## src/design/pcs_pkg.sv

```systemverilog
// ----------------------------------------------------------------------------
// pcs_pkg
// Shared constants and types for the pixel channel statistics block.
// ----------------------------------------------------------------------------
package pcs_pkg;

    localparam int COUNT_BITS     = 25;
    localparam int INDEX_BITS_DEF = 24;
    localparam int FIFO_DEPTH     = 4;
    localparam int NUM_STATS      = 25;
    localparam int WIDTH_BITS     = 16;
    localparam int EPS_BITS       = 31;
    localparam int Q_BITS         = 32;

    localparam logic [COUNT_BITS-1:0] COUNT_MAX = '1;
    // 100 * 65536, percentage in Q16.16
    localparam logic [22:0] PCT_SCALE = 23'd6553600;

    // configuration register indexes
    localparam logic CFG_IMAGE_WIDTH = 1'b0;
    localparam logic CFG_ZERO_EPS    = 1'b1;

    typedef enum logic [4:0] {
        ST_TOTAL, ST_FINITE, ST_ZERO, ST_FLAGS, ST_POS, ST_NEG, ST_NAN, ST_INF,
        ST_SUM, ST_AVG, ST_MIN, ST_MIN_IDX, ST_MAX, ST_MAX_IDX,
        ST_NZ_SUM, ST_NZ_AVG, ST_NZ_MIN, ST_NZ_MIN_IDX, ST_NZ_MAX, ST_NZ_MAX_IDX,
        ST_MIN_X, ST_MIN_Y, ST_MAX_X, ST_MAX_Y, ST_PCT
    } t_stat_id;

    typedef struct packed {
        logic full;
        logic empty;
    } t_fifo_status;

endpackage

```

## src/design/pcs_div.sv

```systemverilog
// ----------------------------------------------------------------------------
// pcs_div
// Unsigned restoring divider, one quotient bit per cycle.
// ----------------------------------------------------------------------------
module pcs_div #(
    parameter int NW = 24,
    parameter int DW = 16
) (
    input  logic          i_clk,
    input  logic          i_rst_n,
    input  logic          i_start,
    input  logic [NW-1:0] i_num,
    input  logic [DW-1:0] i_den,
    output logic          o_busy,
    output logic          o_done,
    output logic [NW-1:0] o_quo,
    output logic [DW-1:0] o_rem
);
    localparam int CW = $clog2(NW + 1);

    logic [NW-1:0] r_num;
    logic [DW-1:0] r_den;
    logic [DW-1:0] r_rem;
    logic [CW-1:0] r_cnt;
    logic          r_busy;
    logic          r_done;
    logic [DW:0]   n_trial;
    logic          n_ge;

    assign n_trial = {r_rem, r_num[NW-1]};
    assign n_ge    = n_trial >= {1'b0, r_den};

    always_ff @(posedge i_clk) begin
        if (!i_rst_n) begin
            r_busy <= 1'b0;
            r_done <= 1'b0;
            r_cnt  <= '0;
        end else begin
            r_done <= 1'b0;
            if (i_start && !r_busy) begin
                r_busy <= 1'b1;
                r_cnt  <= CW'(NW);
                r_num  <= i_num;
                r_den  <= i_den;
                r_rem  <= '0;
            end else if (r_busy) begin
                r_num <= {r_num[NW-2:0], n_ge};
                r_rem <= n_ge ? DW'(n_trial - {1'b0, r_den}) : DW'(n_trial);
                r_cnt <= r_cnt - 1'b1;
                if (r_cnt == CW'(1)) begin
                    r_busy <= 1'b0;
                    r_done <= 1'b1;
                end
            end
        end
    end

    assign o_busy = r_busy;
    assign o_done = r_done;
    assign o_quo  = r_num;
    assign o_rem  = r_rem;
endmodule

```

## src/design/pcs_fifo.sv

```systemverilog
// ----------------------------------------------------------------------------
// pcs_fifo
// Short request queue between the front and back parts.
// ----------------------------------------------------------------------------
module pcs_fifo #(
    parameter int EW    = 88,
    parameter int DEPTH = pcs_pkg::FIFO_DEPTH
) (
    input  logic                 i_clk,
    input  logic                 i_rst_n,
    input  logic                 i_push,
    input  logic [EW-1:0]        i_data,
    input  logic                 i_pop,
    output logic [EW-1:0]        o_data,
    output pcs_pkg::t_fifo_status o_status
);
    localparam int AW = (DEPTH > 1) ? $clog2(DEPTH) : 1;
    localparam int CW = $clog2(DEPTH + 1);

    logic [EW-1:0] r_mem [DEPTH];
    logic [AW-1:0] r_wr;
    logic [AW-1:0] r_rd;
    logic [CW-1:0] r_cnt;

    always_ff @(posedge i_clk) begin
        if (!i_rst_n) begin
            r_wr  <= '0;
            r_rd  <= '0;
            r_cnt <= '0;
        end else begin
            if (i_push) begin
                r_mem[r_wr] <= i_data;
                r_wr <= (r_wr == AW'(DEPTH - 1)) ? '0 : r_wr + 1'b1;
            end
            if (i_pop) begin
                r_rd <= (r_rd == AW'(DEPTH - 1)) ? '0 : r_rd + 1'b1;
            end
            r_cnt <= r_cnt + CW'(i_push) - CW'(i_pop);
        end
    end

    assign o_data         = r_mem[r_rd];
    assign o_status.full  = r_cnt == CW'(DEPTH);
    assign o_status.empty = r_cnt == '0;
endmodule

```

## src/design/pcs_front.sv

```systemverilog
// ----------------------------------------------------------------------------
// pcs_front
// Accepts requests, converts to Q16.16, classifies, splits index into x,y.
// ----------------------------------------------------------------------------
module pcs_front #(
    parameter int INDEX_BITS = pcs_pkg::INDEX_BITS_DEF,
    parameter int EW         = 4 + 32 + 16 + 2 * INDEX_BITS
) (
    input  logic                          i_clk,
    input  logic                          i_rst_n,
    input  logic                          i_in_valid,
    output logic                          o_in_stall,
    input  logic                          i_mode,
    input  logic [31:0]                   i_value_bits,
    input  logic [INDEX_BITS-1:0]         i_index,
    input  logic [pcs_pkg::WIDTH_BITS-1:0] i_image_width,
    input  logic [pcs_pkg::EPS_BITS-1:0]  i_zero_eps,
    input  pcs_pkg::t_fifo_status         i_q_status,
    output logic                          o_push,
    output logic [EW-1:0]                 o_entry
);
    logic        n_neg, n_nan, n_inf, n_zero, n_sat, n_need_div, n_acc;
    logic [7:0]  n_ex;
    logic [23:0] n_mant;
    logic signed [9:0] n_sh;
    logic [9:0]  n_r;
    logic [31:0] n_m, n_lim, n_mag, n_q;
    logic        div_done;
    logic [INDEX_BITS-1:0] div_quo;
    logic [pcs_pkg::WIDTH_BITS-1:0] div_rem;

    logic        r_wait, r_ent_valid;
    logic        r_mode, r_nan, r_inf, r_zero;
    logic [31:0] r_q;
    logic [pcs_pkg::WIDTH_BITS-1:0] r_x;
    logic [INDEX_BITS-1:0] r_idx, r_y;

    always_comb begin
        n_ex   = i_value_bits[30:23];
        n_neg  = i_value_bits[31];
        n_mant = {n_ex != 8'd0, i_value_bits[22:0]};
        n_sh   = $signed({2'b00, (n_ex == 8'd0) ? 8'd1 : n_ex}) - 10'sd134;
        n_r    = 10'(-n_sh);
        n_sat  = n_sh >= 10'sd8;
        if (n_sh >= 10'sd0) begin
            n_m = {8'd0, n_mant} << n_sh[2:0];
        end else if (n_r >= 10'd32) begin
            n_m = '0;
        end else begin
            n_m = {8'd0, n_mant} >> n_r[4:0];
        end
        n_lim  = n_neg ? 32'h8000_0000 : 32'h7FFF_FFFF;
        n_mag  = (n_sat || n_m > n_lim) ? n_lim : n_m;
        n_q    = n_neg ? 32'(-n_mag) : n_mag;
        n_nan  = (n_ex == 8'hFF) && (i_value_bits[22:0] != 23'd0);
        n_inf  = (n_ex == 8'hFF) && (i_value_bits[22:0] == 23'd0);
        n_zero = n_mag <= {1'b0, i_zero_eps};
        n_need_div = !i_mode && (n_ex != 8'hFF) && !n_zero && (i_image_width != '0);
    end

    assign o_push     = r_ent_valid && !i_q_status.full;
    assign o_in_stall = r_wait || (r_ent_valid && i_q_status.full);
    assign n_acc      = i_in_valid && !o_in_stall;

    pcs_div #(.NW(INDEX_BITS), .DW(pcs_pkg::WIDTH_BITS)) u_div (
        .i_clk  (i_clk),
        .i_rst_n(i_rst_n),
        .i_start(n_acc && n_need_div),
        .i_num  (i_index),
        .i_den  (i_image_width),
        .o_busy (),
        .o_done (div_done),
        .o_quo  (div_quo),
        .o_rem  (div_rem)
    );

    always_ff @(posedge i_clk) begin
        if (!i_rst_n) begin
            r_wait      <= 1'b0;
            r_ent_valid <= 1'b0;
        end else begin
            if (n_acc) begin
                r_mode <= i_mode;
                r_nan  <= n_nan;
                r_inf  <= n_inf;
                r_zero <= n_zero;
                r_q    <= n_q;
                r_idx  <= i_index;
                r_x    <= '0;
                r_y    <= i_index;   // no division (zero width, or zero, NaN or infinite value): whole index is the row
                r_wait      <= n_need_div;
                r_ent_valid <= !n_need_div;
            end else if (div_done) begin
                r_x         <= div_rem;
                r_y         <= div_quo;
                r_wait      <= 1'b0;
                r_ent_valid <= 1'b1;
            end else if (o_push) begin
                r_ent_valid <= 1'b0;
            end
        end
    end

    assign o_entry = {r_mode, r_nan, r_inf, r_zero, r_q, r_x, r_idx, r_y};
endmodule

```

## src/design/pcs_back.sv

```systemverilog
// ----------------------------------------------------------------------------
// pcs_back
// Accumulates statistics and emits the readout run.
// ----------------------------------------------------------------------------
module pcs_back #(
    parameter int INDEX_BITS = pcs_pkg::INDEX_BITS_DEF,
    parameter int EW         = 4 + 32 + 16 + 2 * INDEX_BITS
) (
    input  logic                  i_clk,
    input  logic                  i_rst_n,
    input  pcs_pkg::t_fifo_status i_q_status,
    input  logic [EW-1:0]         i_entry,
    output logic                  o_pop,
    output logic                  o_out_valid,
    input  logic                  i_out_stall,
    output logic [4:0]            o_stat_id,
    output logic signed [63:0]    o_stat_value,
    output logic                  o_last
);
    localparam int CB = pcs_pkg::COUNT_BITS;
    localparam int XB = pcs_pkg::WIDTH_BITS;

    typedef enum logic [2:0] {S_IDLE, S_AVG_F, S_AVG_N, S_PCT_MUL, S_PCT_DIV, S_EMIT} t_state;

    // entry fields
    logic e_mode, e_nan, e_inf, e_zero;
    logic signed [31:0] e_q;
    logic [XB-1:0] e_x;
    logic [INDEX_BITS-1:0] e_idx, e_y;
    assign {e_mode, e_nan, e_inf, e_zero, e_q, e_x, e_idx, e_y} = i_entry;

    t_state r_state;
    logic [CB-1:0] r_total, r_finite, r_nan, r_inf, r_zero, r_pos, r_neg;
    logic signed [63:0] r_sum, r_nz_sum, r_avg_f, r_avg_n, r_pct;
    logic signed [31:0] r_ev [4];
    logic [INDEX_BITS-1:0] r_ei [4];
    logic [XB-1:0] r_bx [2];
    logic [INDEX_BITS-1:0] r_by [2];
    logic r_seen_f, r_seen_nz, r_issued;
    logic [47:0] r_prod;
    logic [4:0] r_id;
    logic r_out_valid;
    logic [4:0] r_out_id;
    logic signed [63:0] r_out_value;
    logic r_out_last;

    logic [CB:0] n_nz;
    logic n_load;
    logic signed [63:0] n_val;
    logic div_start, div_done;
    logic [63:0] div_num, div_quo;
    logic [CB-1:0] div_den;
    logic signed [63:0] n_sel_sum;

    assign n_nz   = {1'b0, r_pos} + {1'b0, r_neg};
    assign o_pop  = (r_state == S_IDLE) && !i_q_status.empty;
    assign n_load = !r_out_valid || !i_out_stall;

    // divider operand selection
    always_comb begin
        n_sel_sum = (r_state == S_AVG_F) ? r_sum : r_nz_sum;
        div_num   = n_sel_sum[63] ? 64'(-n_sel_sum) : n_sel_sum;
        div_den   = (r_state == S_AVG_F) ? r_finite : CB'(n_nz);
        div_start = 1'b0;
        case (r_state)
            S_AVG_F:   div_start = !r_issued && (r_finite != '0);
            S_AVG_N:   div_start = !r_issued && (n_nz != '0);
            S_PCT_DIV: begin
                div_start = !r_issued && (r_total != '0);
                div_num   = 64'(r_prod);
                div_den   = r_total;
            end
            default:   div_start = 1'b0;
        endcase
    end

    pcs_div #(.NW(64), .DW(CB)) u_div (
        .i_clk  (i_clk),
        .i_rst_n(i_rst_n),
        .i_start(div_start),
        .i_num  (div_num),
        .i_den  (div_den),
        .o_busy (),
        .o_done (div_done),
        .o_quo  (div_quo),
        .o_rem  ()
    );

    // statistic selection
    always_comb begin
        case (pcs_pkg::t_stat_id'(r_id))
            pcs_pkg::ST_TOTAL:      n_val = 64'(r_total);
            pcs_pkg::ST_FINITE:     n_val = 64'(r_finite);
            pcs_pkg::ST_ZERO:       n_val = 64'(r_zero);
            pcs_pkg::ST_FLAGS:      n_val = 64'({r_seen_nz, r_seen_f});
            pcs_pkg::ST_POS:        n_val = 64'(r_pos);
            pcs_pkg::ST_NEG:        n_val = 64'(r_neg);
            pcs_pkg::ST_NAN:        n_val = 64'(r_nan);
            pcs_pkg::ST_INF:        n_val = 64'(r_inf);
            pcs_pkg::ST_SUM:        n_val = r_sum;
            pcs_pkg::ST_AVG:        n_val = r_avg_f;
            pcs_pkg::ST_MIN:        n_val = 64'(r_ev[0]);
            pcs_pkg::ST_MIN_IDX:    n_val = 64'(r_ei[0]);
            pcs_pkg::ST_MAX:        n_val = 64'(r_ev[1]);
            pcs_pkg::ST_MAX_IDX:    n_val = 64'(r_ei[1]);
            pcs_pkg::ST_NZ_SUM:     n_val = r_nz_sum;
            pcs_pkg::ST_NZ_AVG:     n_val = r_avg_n;
            pcs_pkg::ST_NZ_MIN:     n_val = 64'(r_ev[2]);
            pcs_pkg::ST_NZ_MIN_IDX: n_val = 64'(r_ei[2]);
            pcs_pkg::ST_NZ_MAX:     n_val = 64'(r_ev[3]);
            pcs_pkg::ST_NZ_MAX_IDX: n_val = 64'(r_ei[3]);
            pcs_pkg::ST_MIN_X:      n_val = 64'(r_bx[0]);
            pcs_pkg::ST_MIN_Y:      n_val = 64'(r_by[0]);
            pcs_pkg::ST_MAX_X:      n_val = 64'(r_bx[1]);
            pcs_pkg::ST_MAX_Y:      n_val = 64'(r_by[1]);
            pcs_pkg::ST_PCT:        n_val = r_pct;
            default:                n_val = '0;
        endcase
    end

    always_ff @(posedge i_clk) begin
        if (!i_rst_n || (r_state == S_EMIT && n_load && r_id == 5'(pcs_pkg::ST_PCT))) begin
            r_total <= '0; r_finite <= '0; r_nan <= '0; r_inf <= '0;
            r_zero <= '0; r_pos <= '0; r_neg <= '0;
            r_sum <= '0; r_nz_sum <= '0;
            r_seen_f <= 1'b0; r_seen_nz <= 1'b0;
            for (int i = 0; i < 4; i++) begin
                r_ev[i] <= '0;
                r_ei[i] <= '0;
            end
            for (int i = 0; i < 2; i++) begin
                r_bx[i] <= '0;
                r_by[i] <= '0;
            end
        end else if (o_pop && !e_mode && r_total != pcs_pkg::COUNT_MAX) begin
            r_total <= r_total + 1'b1;
            if (e_nan) begin
                r_nan <= r_nan + 1'b1;
            end else if (e_inf) begin
                r_inf <= r_inf + 1'b1;
            end else begin
                r_finite <= r_finite + 1'b1;
                r_sum    <= r_sum + 64'(e_q);
                r_seen_f <= 1'b1;
                if (!r_seen_f || e_q < r_ev[0]) begin
                    r_ev[0] <= e_q; r_ei[0] <= e_idx;
                end
                if (!r_seen_f || e_q > r_ev[1]) begin
                    r_ev[1] <= e_q; r_ei[1] <= e_idx;
                end
                if (e_zero) begin
                    r_zero <= r_zero + 1'b1;
                end else begin
                    r_nz_sum <= r_nz_sum + 64'(e_q);
                    if (e_q > 0) r_pos <= r_pos + 1'b1;
                    else r_neg <= r_neg + 1'b1;
                    r_seen_nz <= 1'b1;
                    if (!r_seen_nz || e_q < r_ev[2]) begin
                        r_ev[2] <= e_q; r_ei[2] <= e_idx;
                    end
                    if (!r_seen_nz || e_q > r_ev[3]) begin
                        r_ev[3] <= e_q; r_ei[3] <= e_idx;
                    end
                    if (!r_seen_nz || e_x < r_bx[0]) r_bx[0] <= e_x;
                    if (!r_seen_nz || e_x > r_bx[1]) r_bx[1] <= e_x;
                    if (!r_seen_nz || e_y < r_by[0]) r_by[0] <= e_y;
                    if (!r_seen_nz || e_y > r_by[1]) r_by[1] <= e_y;
                end
            end
        end
    end

    // sequencer and output register
    always_ff @(posedge i_clk) begin
        if (!i_rst_n) begin
            r_state     <= S_IDLE;
            r_issued    <= 1'b0;
            r_id        <= '0;
            r_out_valid <= 1'b0;
        end else begin
            if (r_out_valid && !i_out_stall) r_out_valid <= 1'b0;
            if (div_start) r_issued <= 1'b1;
            case (r_state)
                S_IDLE: begin
                    if (o_pop && e_mode) r_state <= S_AVG_F;
                end
                S_AVG_F: begin
                    if (!r_issued && r_finite == '0) begin
                        r_avg_f <= '0;
                        r_state <= S_AVG_N;
                    end else if (div_done) begin
                        r_avg_f  <= r_sum[63] ? 64'(-div_quo) : div_quo;
                        r_issued <= 1'b0;
                        r_state  <= S_AVG_N;
                    end
                end
                S_AVG_N: begin
                    if (!r_issued && n_nz == '0) begin
                        r_avg_n <= '0;
                        r_state <= S_PCT_MUL;
                    end else if (div_done) begin
                        r_avg_n  <= r_nz_sum[63] ? 64'(-div_quo) : div_quo;
                        r_issued <= 1'b0;
                        r_state  <= S_PCT_MUL;
                    end
                end
                S_PCT_MUL: begin
                    r_prod  <= 48'(n_nz) * 48'(pcs_pkg::PCT_SCALE);
                    r_state <= S_PCT_DIV;
                end
                S_PCT_DIV: begin
                    if (!r_issued && r_total == '0) begin
                        r_pct   <= '0;
                        r_id    <= '0;
                        r_state <= S_EMIT;
                    end else if (div_done) begin
                        r_pct    <= div_quo;
                        r_issued <= 1'b0;
                        r_id     <= '0;
                        r_state  <= S_EMIT;
                    end
                end
                S_EMIT: begin
                    if (n_load) begin
                        r_out_valid <= 1'b1;
                        r_out_id    <= r_id;
                        r_out_value <= n_val;
                        r_out_last  <= r_id == 5'(pcs_pkg::ST_PCT);
                        r_id        <= r_id + 1'b1;
                        if (r_id == 5'(pcs_pkg::ST_PCT)) r_state <= S_IDLE;
                    end
                end
                default: r_state <= S_IDLE;
            endcase
        end
    end

    assign o_out_valid  = r_out_valid;
    assign o_stat_id    = r_out_id;
    assign o_stat_value = r_out_value;
    assign o_last       = r_out_last;
endmodule

```

## src/design/pixel_channel_statistics_top.sv

```systemverilog
// ----------------------------------------------------------------------------
// pixel_channel_statistics_top
// Per-channel sample statistics over binary32 samples with pixel indices.
// ----------------------------------------------------------------------------
// Input channel: valid/stall. mode 0 adds one sample (value_bits, pixel_index);
//   mode 1 requests a readout of all statistics and then clears the store.
// Output channel: valid/stall, 25 results per readout (stat_id 0..24),
//   last set on the percentage, which is the final one.
// Configuration: write enable, index and data; write only while idle.
// Samples: a zero, NaN or infinite value, or a zero image width, needs no
//   division; any other sample stalls the input until the serial divider
//   has split the index into x and y. The front part keeps running
//   ahead of the back part through a four-entry queue.
// Readout: the two averages and the percentage are computed in turn on one
//   shared 64-bit serial divider, then one result a cycle unless stalled.
// When the receiver stalls, the current result holds in the output register
//   and the sequencer waits; queued requests keep waiting in the queue.
// Reset: synchronous, active low; clears the store, width 1, epsilon 0.
// ----------------------------------------------------------------------------
module pixel_channel_statistics_top #(
    parameter int INDEX_BITS = pcs_pkg::INDEX_BITS_DEF
) (
    input  logic               i_clk,
    input  logic               i_rst_n,
    input  logic               i_in_valid,
    output logic               o_in_stall,
    input  logic               i_in_mode,
    input  logic [31:0]        i_in_value_bits,
    input  logic [23:0]        i_in_pixel_index,
    output logic               o_out_valid,
    input  logic               i_out_stall,
    output logic [4:0]         o_out_stat_id,
    output logic signed [63:0] o_out_stat_value,
    output logic               o_out_last,
    input  logic               i_cfg_we,
    input  logic               i_cfg_index,
    input  logic [30:0]        i_cfg_data
);
    localparam int EW = 4 + pcs_pkg::Q_BITS + pcs_pkg::WIDTH_BITS + 2 * INDEX_BITS;

    logic [pcs_pkg::WIDTH_BITS-1:0] r_image_width;
    logic [pcs_pkg::EPS_BITS-1:0]   r_zero_eps;

    always_ff @(posedge i_clk) begin
        if (!i_rst_n) begin
            r_image_width <= pcs_pkg::WIDTH_BITS'(1);
            r_zero_eps    <= '0;
        end else if (i_cfg_we) begin
            case (i_cfg_index)
                pcs_pkg::CFG_IMAGE_WIDTH: r_image_width <= i_cfg_data[15:0];
                pcs_pkg::CFG_ZERO_EPS:    r_zero_eps    <= i_cfg_data;
                default: ;
            endcase
        end
    end

    pcs_pkg::t_fifo_status q_status;
    logic          q_push, q_pop;
    logic [EW-1:0] q_in, q_out;

    pcs_front #(.INDEX_BITS(INDEX_BITS), .EW(EW)) u_front (
        .i_clk        (i_clk),
        .i_rst_n      (i_rst_n),
        .i_in_valid   (i_in_valid),
        .o_in_stall   (o_in_stall),
        .i_mode       (i_in_mode),
        .i_value_bits (i_in_value_bits),
        .i_index      (INDEX_BITS'(i_in_pixel_index)),
        .i_image_width(r_image_width),
        .i_zero_eps   (r_zero_eps),
        .i_q_status   (q_status),
        .o_push       (q_push),
        .o_entry      (q_in)
    );

    pcs_fifo #(.EW(EW), .DEPTH(pcs_pkg::FIFO_DEPTH)) u_fifo (
        .i_clk   (i_clk),
        .i_rst_n (i_rst_n),
        .i_push  (q_push),
        .i_data  (q_in),
        .i_pop   (q_pop),
        .o_data  (q_out),
        .o_status(q_status)
    );

    pcs_back #(.INDEX_BITS(INDEX_BITS), .EW(EW)) u_back (
        .i_clk       (i_clk),
        .i_rst_n     (i_rst_n),
        .i_q_status  (q_status),
        .i_entry     (q_out),
        .o_pop       (q_pop),
        .o_out_valid (o_out_valid),
        .i_out_stall (i_out_stall),
        .o_stat_id   (o_out_stat_id),
        .o_stat_value(o_out_stat_value),
        .o_last      (o_out_last)
    );

    // queue never written while full
    a_no_overflow: assert property (@(posedge i_clk) disable iff (!i_rst_n)
        q_push |-> !q_status.full) else $error("queue overflow");

    // last only on the final statistic
    a_last_id: assert property (@(posedge i_clk) disable iff (!i_rst_n)
        o_out_valid && o_out_last |-> o_out_stat_id == 5'(pcs_pkg::ST_PCT))
        else $error("last on wrong statistic");

    // a readout run is gapless and counts up
    a_run_seq: assert property (@(posedge i_clk) disable iff (!i_rst_n)
        o_out_valid && !i_out_stall && !o_out_last
        |=> o_out_valid && o_out_stat_id == $past(o_out_stat_id) + 5'd1)
        else $error("readout run broken");
endmodule
```

## config.mk

```make
export PLATFORM = sky130hd
export DESIGN_NAME = pixel_channel_statistics_top
export DESIGN_NICKNAME = d
export VERILOG_FILES = /design/src/design/pcs_pkg.sv /design/src/design/pcs_div.sv /design/src/design/pcs_fifo.sv /design/src/design/pcs_front.sv /design/src/design/pcs_back.sv /design/src/design/pixel_channel_statistics_top.sv
export SDC_FILE = /design/constraint.sdc
export NUM_CORES = 2
export LEC_CHECK = 0
export ABC_CLOCK_PERIOD_IN_PS = 15500
export BUFFER_PORTS_ARGS = -buffer_cell sky130_fd_sc_hd__buf_2
export CAP_MARGIN = 20
export CORE_UTILIZATION = 55
export DETAILED_ROUTE_END_ITERATION = 10
export GPL_TIMING_DRIVEN = 0
export PLACE_DENSITY = 0.71
export SLEW_MARGIN = 15
export SYNTH_ARGS = -nofsm -noshare
export SYNTH_HDL_FRONTEND = slang
export SYNTH_HIERARCHICAL = 1
export SYNTH_SLANG_ARGS = --single-unit
```

## constraint.sdc

```tcl
create_clock -name i_clk -period 15.5 [get_ports i_clk]
set_input_delay 2.325 -clock i_clk [delete_from_list [all_inputs] [get_ports i_clk]]
set_output_delay 2.325 -clock i_clk [all_outputs]
set_load 0.01 [all_outputs]
```

==> metrics <==
status finished clean; register bit count reported by yosys approximately 1.7k; ys flop type edfxtp_1; first-pass GRT wire length roughly 570000 um; clk sinks roughly 1.7k; Setup WS pre-CTS slightly below 2 ns; CP bufs+invs 8; largest net degree at the start of global routing 50; Antenna Nets Post-Route 0; Power Dens Cells 143 mW/mm2; total track usage a little under half; die area ~0.18 mm2; drt pass-1 iters 8; syn nets between 9k and 10k; clk_lat worst skew roughly 0.86 ns; Clk pwr share approximately 29%; critical path fanouts, max 16; Rel. slew slack under 10%; Post-Synthesis Cells ~9.3k; crit-path most repeated cell clkbuf_1; layout cells sized above 1 between 9 and 10%; min cycle time layout roughly 13 ns; Placed Area roughly 0.10 mm2; worst hold margin about 0.45 ns; crit path from i_in_value_bits[28]; Layout area overhead 11.4%; Yosys warning total 6; dominant cell type by area after synthesis edfxtp_1; DR DRC count 0; Hold Fails Final Rpt 0; gr ovfl total 0; Min-Delay Path Class reg2reg; Non-Filler Instances roughly 12k; number of gates resized after CTS 0; CTS tree built; register area share after synthesis between 40% and 50%; Post CTS Setup Buffer Count 0; I/O Pins approximately 170; Leak 0.0409 uW; H-tree levels 4; Req. time, crit path 15.97 ns; CTS Root Cell clkbuf_16; CTS Hold Buffers Added 0; Tcrit/Tclk final 85.9%; top cells by area, synth edfxtp_1 (40%), dfxtp_1 (8.1%), ha_1 (7.5%); MaxCap Viol Count 0; synth unique cells 126; Max clock buf depth 3; Post-DP HPWL 320000 um; Die H 420 um; final WL 418000 um; delay-heaviest family, CP compound AO/OA/AOI/OAI gates; RSZ-0062 raised after global routing false; slowest stage delay, CP between 0.9 and 1 ns; Final Setup Violations 0; CTS clock-pin slew for the worst setup and hold paths 0.06 ns; routability congestion estimate 1.09; Fillers approximately 14k; Final Slew Violations 0; vias roughly 83k; Die Wd about 420 um; placed cells about 12k; Post-Syn Area per Cell between 10 and 15 um2; HP Start r_zero_eps[19]; post-synthesis async set-or-reset flop share 0%; sw power 5850 uW; Reg2Reg Setup Slack 6.90 ns; fin area 0.107 mm2; Clock Skew around 0.062 ns; initial antenna violation count 32; Post-synth EDFFs between 1k and 1.5k; Comb pwr share approximately a third; Setup crit end kind flop; Fmax 75.1 MHz; PortBufs about 160; core area 0.174 mm2; final worst slack roughly 2.2 ns; vias per cell slightly below 7; maximum vdd ir drop about 0.00016 V; Post-layout nets 10.4k; Initial Util between 50% and 60%; Seq pwr share 37.4%; Synth top area share about two fifths; vias in the first global route roughly 77k; startpoint types input pin; CP arrival around 14 ns; DRT iter0 DRCs approximately 12k; area of the mapped netlist 0.0961 mm2; Net Sw Frac between 30% and 40%; measured slew at the worst slew-check pin approximately 1.4 ns; Row Count about 150; wire per inst roughly 34 um; Int Power roughly 9400 uW; kind of critical path in2reg; worst reg2reg path startpoint u_back/r_pos[1]; CTS Buf Count 175; slowest cell on the critical path o31ai_1
==> cells in the final DEF, fill, tap and decap left out, types with 147 or more instances in the layout <==
master	synthesis	routed
buf_2	51	215
a22oi_1	217	217
a21o_1	206	206
edfxtp_1	1266	1266
xnor2_1	208	206
o21ai_0	337	331
xor2_1	321	321
and2_1	203	201
nand2_1	959	959
nor2_1	702	698
a21oi_1	535	535
clkbuf_1	358	375
dfxtp_1	389	389
and3_1	159	154
inv_1	529	528
ha_1	576	576
mux2i_1	147	147
nand3_1	197	197
nand4_1	212	212
clkbuf_16	0	179
==> worst paths after layout <==
check                                 to  cells past startpoint
setup / recovery  u_front/u_div/r_den[6]                     31
hold / removal            r_zero_eps[19]                      2
setup reg to reg      u_back/r_avg_n[54]                     24
hold reg to reg           r_zero_eps[19]                      2
==> power groups by stage <==
stage	combinational [uW]	clock (uW)	sequential, uW
2_1_floorplan	3290	0	5470
3_3_place_gp	4720	0	5790
3_5_place_dp	4900	0	5760
4_1_cts	4980	4390	5670
5_1_grt	5460	4550	5690
6_report	5180	4380	5720
==> cell families after synthesis <==
group           after synthesis  synth area share, %
flops                      1655                 47.7
xor+xnor                    532                 4.88
compound gates             2016                 14.1
fa+ha+maj                   603                 8.06
simple gates               3133                 16.1
mux                         321                 4.75
buf+inv                    1021                 4.44
==> area by class of cell <==
class,instances,area [um2],share of cell area (%)
sequential,1655,45800,42.8
clock buffer,220,4750,4.44
antenna,23,57.6,0.0538
buffer,490,2280,2.14
tap,2325,2910,2.72
multi-input combinational,6605,46200,43.2
clock inverter,109,1230,1.15
inverter,531,1990,1.86
timing repair buffer,225,1770,1.65
==> worst reg2reg max path, stage by stage (launching register included) <==
cell,delay [ns]
dfxtp_1,0.64
inv_1,0.14
fa_1,0.50
nor2b_1,0.14
o21ai_0,0.10
a21boi_0,0.50
o211a_1,0.31
o31a_1,0.26
a211oi_1,0.16
o31ai_1,0.37
a21oi_1,0.14
xnor2_1,0.98
ha_1,0.34
nand4_1,0.08
or4_1,0.56
nor2_1,0.26
clkbuf_1,0.72
nor2_1,0.12
nor4_2,0.40
buf_2,0.33
buf_4,0.22
buf_2,0.23
buf_2,0.27
buf_2,0.25
buf_2,0.25
==> state kept, by name (all words and copies together), names as in the netlist, 25 cells and up, named ones only <==
register and count:
r_zero_eps 31, u_back/r_ei 96, u_back/u_div/r_den 25, u_back/r_finite 25
u_back/r_neg 25, u_back/r_ev 128, u_back/r_sum 64, u_back/r_avg_f 64
u_back/r_by 48, u_back/r_prod 30, u_back/r_avg_n 64, u_back/r_bx 32
u_fifo/r_mem 400, u_back/r_nz_sum 64, u_back/r_nan 25, u_back/u_div/o_quo 64
u_back/o_stat_value 64, u_back/r_inf 25, u_back/r_total 25, u_front/r_q 32
u_back/r_pos 25, u_back/u_div/o_rem 25, u_back/r_zero 25, u_back/r_pct 64
==> layer usage <==
metal | vias to the layer above | share of wire (%) | GRT usage [%]
met4 | 14 | 11 | 41.4
met5 | - | 0.022 | 0
met2 | 6266 | 42 | 67.8
li1 | 35000 | - | -
met3 | 1573 | 12 | 11.9
met1 | 40300 | 35 | 56.5
==> stage by stage <==
| step | power [uW] | TNS (ns) | utilization, % |
|---|---|---|---|
| after floorplan | 8760 | 0 | - |
| after global placement | 10500 | -255.40 | 57.5 |
| after detailed placement | 10700 | 0 | 58.1 |
| after CTS | 15000 | 0 | 61.5 |
| after global routing | 15700 | 0 | 61.6 |
| final | 15300 | 0 | 61.6 |
==> synth_stat cells, types with 33 or more instances <==
library cell / count
a21oi_1: 535
and3_1: 159
nor2b_1: 133
a222oi_1: 59
o21bai_1: 40
edfxtp_1: 1266
o31ai_1: 53
nor3b_1: 62
nand2b_1: 76
a221oi_1: 55
o21a_1: 49
inv_1: 529
o211ai_1: 33
nor4_1: 62
dfxtp_1: 389
buf_2: 51
nand3_1: 197
nor3_1: 133
xnor2_1: 208
xor2_1: 321
nand2_1: 959
nor2_1: 702
and2_1: 203
mux2i_1: 147
mux4_2: 100
clkbuf_1: 358
nand4_1: 212
ha_1: 576
a22oi_1: 217
or3_1: 101
a22o_1: 51
a31oi_1: 70
o21ai_0: 337
a21o_1: 206
a211oi_1: 61
mux2_2: 73
No activity file was read; power rests on OpenSTA's default activity.
